File: src/rtl/art_pkg.sv
// Package: shared types and constants for the address range table.
`timescale 1ns / 1ps
package art_pkg;

   localparam int TABLE_DEPTH   = 64;
   localparam int ADDR_W        = (TABLE_DEPTH > 1) ? $clog2(TABLE_DEPTH) : 1;
   localparam int CNT_W         = $clog2(TABLE_DEPTH + 1);
   localparam int ENTRY_COUNT_W = 7;
   localparam int ENTRY_W       = 64;

   localparam logic CMD_CHECK  = 1'b0;
   localparam logic CMD_INSERT = 1'b1;

   typedef enum logic [1:0] {
      STATUS_OK    = 2'd0,
      STATUS_MISS  = 2'd1,
      STATUS_FULL  = 2'd2,
      STATUS_ORDER = 2'd3
   } status_type;

   typedef struct packed {
      logic        command;
      logic [31:0] low_address;
      logic [31:0] high_address;
   } req_item_type;

   typedef struct packed {
      status_type                 status;
      logic [ENTRY_COUNT_W-1:0]   entry_count;
   } rsp_item_type;

   typedef enum logic [2:0] {
      FSM_IDLE = 3'b001,
      FSM_SCAN = 3'b010,
      FSM_DONE = 3'b100
   } fsm_type;

endpackage

File: src/rtl/address_range_table_core.sv
// Top level: address range table with insert and membership check over one RAM.
//
//   channel   ports                          handshake
//   request   start, busy, req_item          taken when start && !busy
//   response  rsp_valid, rsp_item            one-cycle strobe, no backpressure
//
// While busy, the block reads every stored entry from the RAM in turn, waits for
// the last read data, sees the scan end and then decides and writes back; an
// empty table gives no reads and an insert with start above end skips the scan.
// The result strobe follows in the cycle after the decision, with busy already
// low. The single RAM read port sets the rate. Reset clears only the count and
// the control state; RAM contents stay undefined and only written entries are
// read. The receiver cannot stall.
`timescale 1ns / 1ps
module address_range_table_core
   import art_pkg::*;
(
   input  logic         clock,
   input  logic         reset,
   input  logic         start,
   output logic         busy,
   input  req_item_type req_item,
   output logic         rsp_valid,
   output rsp_item_type rsp_item
);

   fsm_type              state_ff,   state_in;
   req_item_type         item_ff,    item_in;
   logic [CNT_W-1:0]     count_ff,   count_in;
   logic [CNT_W-1:0]     issue_ff,   issue_in;
   logic                 pend_ff,    pend_in;
   logic                 hit_ff,     hit_in;
   logic                 order_ff,   order_in;
   logic                 rsp_valid_ff, rsp_valid_in;
   rsp_item_type         rsp_item_ff,  rsp_item_in;

   logic                 accept;
   logic                 rd_en;
   logic                 wr_en;
   logic [ENTRY_W-1:0]   rd_data;
   logic [31:0]          ent_start;
   logic [31:0]          ent_end;
   logic                 ent_hit;
   status_type           status;

   assign accept    = start && !busy;
   assign busy      = (state_ff != FSM_IDLE);
   assign ent_start = rd_data[ENTRY_W-1:32];
   assign ent_end   = rd_data[31:0];
   assign rd_en     = (state_ff == FSM_SCAN) && (issue_ff != count_ff);

   always_comb begin
      if (item_ff.command == CMD_INSERT) begin
         ent_hit = (item_ff.low_address <= ent_end) && (item_ff.high_address >= ent_start);
      end else begin
         ent_hit = (item_ff.low_address >= ent_start) && (item_ff.low_address <= ent_end);
      end
   end

   always_comb begin
      wr_en = 1'b0;
      if (order_ff) begin
         status = STATUS_ORDER;
      end else if (item_ff.command == CMD_CHECK) begin
         status = hit_ff ? STATUS_OK : STATUS_MISS;
      end else if (hit_ff) begin
         status = STATUS_MISS;
      end else if (count_ff >= CNT_W'(TABLE_DEPTH)) begin
         status = STATUS_FULL;
      end else begin
         status = STATUS_OK;
         wr_en  = (state_ff == FSM_DONE);
      end
   end

   always_comb begin
      state_in     = state_ff;
      item_in      = item_ff;
      count_in     = count_ff;
      issue_in     = issue_ff;
      pend_in      = 1'b0;
      hit_in       = hit_ff;
      order_in     = order_ff;
      rsp_valid_in = 1'b0;
      rsp_item_in  = rsp_item_ff;
      unique case (state_ff)
         FSM_IDLE: begin
            if (accept) begin
               item_in  = req_item;
               issue_in = '0;
               hit_in   = 1'b0;
               order_in = (req_item.command == CMD_INSERT) &&
                          (req_item.low_address > req_item.high_address);
               state_in = order_in ? FSM_DONE : FSM_SCAN;
            end
         end
         FSM_SCAN: begin
            if (rd_en) begin
               issue_in = issue_ff + CNT_W'(1);
               pend_in  = 1'b1;
            end
            if (pend_ff && ent_hit) begin
               hit_in = 1'b1;
            end
            if (!rd_en && !pend_ff) begin
               state_in = FSM_DONE;
            end
         end
         FSM_DONE: begin
            if (wr_en) begin
               count_in = count_ff + CNT_W'(1);
            end
            rsp_valid_in            = 1'b1;
            rsp_item_in.status      = status;
            rsp_item_in.entry_count = ENTRY_COUNT_W'(count_in);
            state_in                = FSM_IDLE;
         end
         default: begin
            state_in = FSM_IDLE;
         end
      endcase
   end

   always_ff @(posedge clock) begin
      if (reset) begin
         state_ff     <= FSM_IDLE;
         count_ff     <= '0;
         pend_ff      <= 1'b0;
         rsp_valid_ff <= 1'b0;
      end else begin
         state_ff     <= state_in;
         count_ff     <= count_in;
         pend_ff      <= pend_in;
         rsp_valid_ff <= rsp_valid_in;
      end
   end

   always_ff @(posedge clock) begin
      item_ff     <= item_in;
      issue_ff    <= issue_in;
      hit_ff      <= hit_in;
      order_ff    <= order_in;
      rsp_item_ff <= rsp_item_in;
   end

   art_ram #(
      .WIDTH (ENTRY_W),
      .DEPTH (TABLE_DEPTH)
   ) u_ranges (
      .clock   (clock),
      .wr_en   (wr_en),
      .wr_addr (count_ff[ADDR_W-1:0]),
      .wr_data ({item_ff.low_address, item_ff.high_address}),
      .rd_en   (rd_en),
      .rd_addr (issue_ff[ADDR_W-1:0]),
      .rd_data (rd_data)
   );

   assign rsp_valid = rsp_valid_ff;
   assign rsp_item  = rsp_item_ff;

`ifndef SYNTHESIS
   a_count_bound: assert property (@(posedge clock) disable iff (reset)
      count_ff <= CNT_W'(TABLE_DEPTH))
      else $error("entry count above table depth");

   a_accept_busy: assert property (@(posedge clock) disable iff (reset)
      accept |=> busy)
      else $error("not busy after accepting an item");

   a_rsp_idle: assert property (@(posedge clock) disable iff (reset)
      rsp_valid |-> !busy)
      else $error("response strobe while busy");

   a_pend_scan: assert property (@(posedge clock) disable iff (reset)
      pend_ff |-> (state_ff == FSM_SCAN))
      else $error("read data pending outside scan");

   a_write_room: assert property (@(posedge clock) disable iff (reset)
      wr_en |-> (count_ff < CNT_W'(TABLE_DEPTH)) && !pend_ff)
      else $error("write into a full table or during a scan");
`endif

endmodule

File: src/rtl/art_ram.sv
// Generic single-port-write, single-port-read RAM with registered read data.
`timescale 1ns / 1ps
module art_ram #(
   parameter int WIDTH = 32,
   parameter int DEPTH = 64
) (
   input  logic                                         clock,
   input  logic                                         wr_en,
   input  logic [((DEPTH > 1) ? $clog2(DEPTH) : 1)-1:0] wr_addr,
   input  logic [WIDTH-1:0]                             wr_data,
   input  logic                                         rd_en,
   input  logic [((DEPTH > 1) ? $clog2(DEPTH) : 1)-1:0] rd_addr,
   output logic [WIDTH-1:0]                             rd_data
);

   logic [WIDTH-1:0] mem_ff [DEPTH];
   logic [WIDTH-1:0] rd_data_ff;

   always_ff @(posedge clock) begin
      if (wr_en) begin
         mem_ff[wr_addr] <= wr_data;
      end
      if (rd_en) begin
         rd_data_ff <= mem_ff[rd_addr];
      end
   end

   assign rd_data = rd_data_ff;

endmodule

File: config.mk
export PLATFORM = sky130hd
export DESIGN_NAME = address_range_table_core
export DESIGN_NICKNAME = d
export VERILOG_FILES = /design/src/rtl/art_pkg.sv /design/src/rtl/address_range_table_core.sv /design/src/rtl/art_ram.sv
export SDC_FILE = /design/constraint.sdc
export NUM_CORES = 2
export LEC_CHECK = 0
export ABC_AREA = 1
export ABC_CLOCK_PERIOD_IN_PS = 12900
export BUFFER_PORTS_ARGS = -buffer_cell sky130_fd_sc_hd__buf_2
export CORE_UTILIZATION = 37
export CTS_BUF_LIST = sky130_fd_sc_hd__clkbuf_4 sky130_fd_sc_hd__clkbuf_8 sky130_fd_sc_hd__clkbuf_16
export CTS_CLUSTER_SIZE = 25
export DETAILED_ROUTE_END_ITERATION = 7
export HOLD_SLACK_MARGIN = 0.12
export MAX_ROUTING_LAYER = met4
export PLACE_DENSITY = 0.48
export REMOVE_ABC_BUFFERS = 1
export SLEW_MARGIN = 10
export SYNTH_ARGS = -nofsm -noshare
export SYNTH_HDL_FRONTEND = slang
export SYNTH_SLANG_ARGS = --single-unit
File: constraint.sdc
create_clock -name clock -period 12.9 [get_ports clock]
set_input_delay 2.58 -clock clock [delete_from_list [all_inputs] [get_ports clock]]
set_output_delay 2.58 -clock clock [all_outputs]
set_load 0.02 [all_outputs]
Yosys cells after proc, flatten, opt, wreduce, memory -nomap -nowiden
Memory sizes are Yosys's and may differ from the RTL's. A register that Yosys moved wholly into a read port is not among the register bits.
Index checks and enable logic that the tools add are counted.
{ "op_classes": {"addsub": 2, "mul": 0, "div": 0, "order_cmp": 5, "eq_ne": 9, "n_shift": 0, "mux": 24, "bitwise": 1, "n_reduce_logical": 16} }
{ "op_table": {"columns": ["cell", "n"], "rows": [
  ["$ge 32x32->1", 2],
  ["$gt 32x32->1", 1],
  ["$le 32x32->1", 1],
  ["$mux 7", 3],
  ["$add 7x1->7 const B", 2],
  ["$pmux 7 s2", 1],
  ["$mux 1", 12],
  ["$mux 3", 3],
  ["$ge 7x7->1 const B", 1],
  ["$logic_and 1x1->1", 7],
  ["$ne 7x7->1", 1],
  ["$mux 2", 3],
  ["$pmux 3 s2", 1],
  ["$reduce_and 3->1", 2],
  ["$ne 2x1->1 const B", 2],
  ["$ne 2x2->1 const B", 2],
  ["$reduce_and 2->1", 2],
  ["$eq 3x1->1 const B", 1],
  ["$eq 3x2->1 const B", 1],
  ["$eq 3x3->1 const B", 1],
  ["$logic_not 1->1", 3],
  ["$ne 3x1->1 const B", 1],
  ["$pmux 1 s2", 1],
  ["$reduce_bool 2->1", 1],
  ["other kinds (2)", 2]
]} }
{ "totals": {"reg_bits": 95, "latchBits": 0, "ramBits": 4096, "rom_bits": 0, "input_bits": 68, "out_inout_bits": 11, "n_memories": 1} }
{ "mem_list": {"columns": ["name", "words", "width", "read_ports", "rd_ports_with_merged_regs", "write_ports", "line_no", "text"], "rows": [
  ["u_ranges.mem_ff", 64, 64, 1, 1, 1, "art_ram.sv:16", "logic [WIDTH-1:0] mem_ff [DEPTH];"]
]} }

Depth between registers and ports, before layout
{ "logic_depth": {"ltp_word": 7, "ltp_mapped": 16, "depth_no_buf": 16} }

Cells and area by module
Synthesis repeated with hierarchy kept, for this count alone.
{ "hier_totals": {"cells_unflattened": 14138, "area_unflattened_um2": 172529.2} }
{ "by_module_without_submodules": {"columns": ["module", "instances", "cells_per_inst", "area_each_um2", "seq_area_each_um2"], "rows": [
  ["art_ram", 1, 13405, 165946.7, 124919.8],
  ["address_range_table_core", 1, 733, 6582.6, 2732.6]
]} }

Least setup slack after synthesis
Ideal clock, no wire load.
{ "synth_path": {"path_type": "register to register", "from": "reg state_ff[1]", "to": "mem u_ranges.mem_ff[63][0] (netlist name), enable pin", "setup_time_ps": 565, "t_arrival_ps": 5511, "required_time_ps": 12335, "path_slack_ps": 6825, "path_stages_with_launch": 8, "n_path_buf": 0, "cell_sequence": "dfxtp_1 inv_1 nand3_1 inv_1 nand3_1 nor2_1 inv_1 nor3_1"} }
{ "synth_between": {"elab_chain_len": 7} }
{ "synth_lines": {"columns": ["item", "line_no", "text"], "rows": [
  ["start: declaration", "address_range_table_core.sv:27", "fsm_type state_ff, state_in;"],
  ["start signal: assignment", "address_range_table_core.sv:131", "state_ff <= state_in;"],
  ["$eq 3x3->1", "address_range_table_core.sv:72", "wr_en = (state_ff == FSM_DONE);"],
  ["$mux 1", "address_range_table_core.sv:68", "end else if (count_ff >= CNT_W'(TABLE_DEPTH)) begin"],
  ["$mux 1", "address_range_table_core.sv:66", "end else if (hit_ff) begin"],
  ["$mux 1", "address_range_table_core.sv:64", "end else if (item_ff.command == CMD_CHECK) begin"],
  ["$mux 1", "address_range_table_core.sv:62", "if (order_ff) begin"],
  ["$mux 1", "art_ram.sv:20", "if (wr_en) begin"],
  ["$mux 1 (not written as such)", "art_ram.sv:21", "mem_ff[wr_addr] <= wr_data;"],
  ["end: declaration", "art_ram.sv:16", null]
]} }
Every way passes these cells.

Final worst setup path
{ "layout_path": {"from": "reg item_ff[64] (netlist name)", "to": "mem u_ranges.mem_ff[22][52] (netlist name), enable pin"} }
{ "layout_between": {"elab_chain_len": 4} }
{ "layout_lines": {"columns": ["item", "line_no", "text"], "rows": [
  ["start: declaration", "address_range_table_core.sv:28", "req_item_type item_ff, item_in;"],
  ["start signal: assignment", "address_range_table_core.sv:139", "item_ff <= item_in;"],
  ["$mux 1", "address_range_table_core.sv:64", null],
  ["$mux 1", "address_range_table_core.sv:62", null],
  ["$mux 1", "art_ram.sv:20", null],
  ["$mux 1 (not written as such)", "art_ram.sv:21", null]
]} }
Every way passes these cells.

==> out/qor.yml <==
synth:
  yosys.area_share.simple: 0.0736
  syn_area_um2: 168000
  yosys_warnings: 0
  synth_fa_ha_area_frac: 0.00970
  syn_area_per_cell_um2: 13.9
  synth_top_area_frac: 0.760
  muxShareOfSynthArea: 0
  synth-edff-count: 4243
  yosysSeqAreaShare: 0.761
  synth.most_common_cell: "edfxtp_1"
  yosysTopAreaCell: "edfxtp_1"
  async_reset_ff_frac: 0
  yosysUniqueCellTypes: 42
  synth_compound_area_frac: 0.128
  synth-seq-cells: 4255
  synth_top_family_by_area: "compound AO/OA/AOI/OAI gates"
  synth_area_leaders: "edfxtp_1 76%, o21ai_0 5.3%, nor2_1 5.0%, o221ai_1 3.2%, o211ai_1 1.8%"
  synth_common_cells: "4243 x edfxtp_1, 2229 x nor2_1, 1778 x o21ai_0"
  synth_flop_cell: "edfxtp_1"
  syn_inst: 12100
  synthXorXnorAreaFrac: 0.000470
worst_setup_path:
  critPathMaxStageDelay_ns: 0.95
  critPathRequiredTime_ns: 13.53
  cp_common_cell: "buf_4"
  crit_path_start_kind: "register"
  critPathCaptureType: "register"
  critical_path.top_delay_family: "simple AND/OR/NAND/NOR gates"
  arrival_ns: 5.65
  slowest_stage: "nor2_4"
  critPathKind: "register to register"
  path_cells: "inv_1 -> nor4_1 -> nand2_1 -> nor2_1 -> nand3_1 -> nor2_4 -> buf_4 -> buf_4"
  worst-path-buf-inv: 3
  critPathMaxFanout: 26
layout:
  fin_util: 0.421
  areaGrowthSynthToFinish_pct: 12.9
  fin_nets: 12200
  num-fill-cells: 40800
  fin_area_um2: 189000
  drive_gt1_frac: 0.0957
global_route:
  grt_pass1_wl_mm: 794
  top_usage_layer: "met2"
  grtUsageMet1: 0.338
  antenna_found_initial: 32
  grt_usage: 0.249
  met2_usage: 0.390
  grt_start_max_net_pins: 187
  overflow: 0
  grt_pass1_vias: 103000
  use_met3: 0.0261
cts:
  cts.sinks: 4255
  clock_path_buffers: 4
  cts_buffers: 454
  clk_pin_slew_worst_paths_ns: 0.06
  cts_tree: "done"
  h-tree-depth: 5
  clk_latency_ns: 1.02
  post-cts-setup-buffers: 0
  postCtsHoldBufs: 0
  cts_root_buf: "clkbuf_16"
  cts_resized: 0
worst_hold_path:
  min_path_type: "register to register"
die:
  io_pins: 79
  coreArea_um2: 450000
  die-width_um: 675
  initial_utilization: 0.373
  die_area_um2: 456000
  die-height_um: 675
  row_count: 246
power_and_ir_drop:
  ir_drop_mv: 0.137
  power_per_cell_area_nw_per_um2: 177
  p_leak_nw: 59.7
  power_mw: 33.4
sta:
  fin_skew_ns: 0.0555
  setup-violations-final: 0
  grt_setup_unrepaired: "no"
  clock.fmax_mhz: 200
  finalMaxSlewViolations: 0
  tns_ns: 0
  period_needed_ns: 5.01
  fin_crit_sh: 0.388
  worstMarginPinSlew_ns: 1.27
  hold_viol: 0
  timing.slew.headroom: 0.156
placement:
  dpl.hpwl_mm: 292
  numPortBuffers: 78
  post_dp_cell_area_um2: 175000
  gp_congestion: 0.832
outcome:
  outcome: "finished clean"
detailed_routing:
  drcViolationCount: 0
  num_vias: 108000
  ant_nets: 0
  post_drt_via_cell_ratio: 5.86
  wl_per_cell_um: 30.9
  wl_mm: 568
  drt-initial-drc-count: 12600
  first_pass_iters: 6
flow_run:
  maxCapViolCount: 0
-- kinds of logic (layout without fill, tap and decap cells) --
| group | Yosys count | after routing |
|---|---|---|
| fa+ha+maj | 130 | 130 |
| xor+xnor | 9 | 9 |
| flops | 4255 | 4255 |
| compound gates | 3515 | 3515 |
| other cells | 0 | 28 |
| buf+inv | 1056 | 1380 |
| simple gates | 3116 | 3116 |
-- power by group --
part           switching [mW]  total (mW)  internal (mW)
Sequential             0.0473        15.5           15.5
Clock                    5.47        12.7           7.25
Combinational            3.93        5.18           1.25
-- area by class of cell --
class                   instances  area [µm²]  area share
diodes                         28        70.1    0.000370
clock buffers                 585       12500      0.0660
clock inverters               242        1950      0.0103
inverters                     163         674     0.00356
multi-input cells            6770       35900       0.190
flip-flops and latches       4255      128000       0.674
well taps                    5952        7450      0.0393
repair buffers                390        3090      0.0163
-- final timing paths --
path	endpoint	start	slack (ns)	depth (start not counted)
min	state_ff[1]	pend_ff	0.60	2
min reg2reg	state_ff[1]	pend_ff	0.60	2
max reg2reg	u_ranges.mem_ff[22][52]	item_ff[64]	7.89	8
max	u_ranges.mem_ff[22][52]	item_ff[64]	7.89	8
-- registers in the layout, summed over array words and instances, names as in the netlist --
register          cells
count_ff              7
hit_ff                1
issue_ff              7
item_ff              65
order_ff              1
pend_ff               1
rsp_item              9
rsp_valid             1
state_ff              3
u_ranges.mem_ff    4096
u_ranges.rd_data     64
-- cell usage in the layout (no fill, tap or decap), types with 78 or more instances in the layout --
cell type     n
edfxtp_1   4243
nor2_1     2165
o21ai_0    1777
o221ai_1    619
clkbuf_16   458
nand3_1     455
o211ai_1    405
nand2_1     401
o22ai_1     341
o21ai_1     291
buf_4       285
inv_1       155
ha_1        130
clkbuf_4    115
clkinv_1    112
buf_2        78
-- metrics by stage --
| step | instances | setup WS, ns | hold WS, ns |
|---|---|---|---|
| floorplan | 11200 | -96.49 | 0.481 |
| global placement | 17500 | 5.75 | 0.582 |
| detailed placement | 17500 | 7.07 | 0.579 |
| CTS | 18400 | 7.82 | 0.596 |
| global route | 18400 | 7.73 | 0.626 |
| finish | 18400 | 7.89 | 0.597 |
-- worst reg2reg max path, stage by stage, from the launching register on --
cell,delay [ns]
edfxtp_1,0.38
inv_1,0.13
nor4_1,0.52
nand2_1,0.25
nor2_1,0.31
nand3_1,0.66
nor2_4,0.95
buf_4,0.78
buf_4,0.63
-- metal layers --
layer | wire, µm | vias up
li1 | - | 46200
met3 | 38100 | 925
met4 | 24400 | 0
met2 | 264000 | 4582
met5 | 0 | -
met1 | 241000 | 56000
Power figures use the tool's default switching activity.
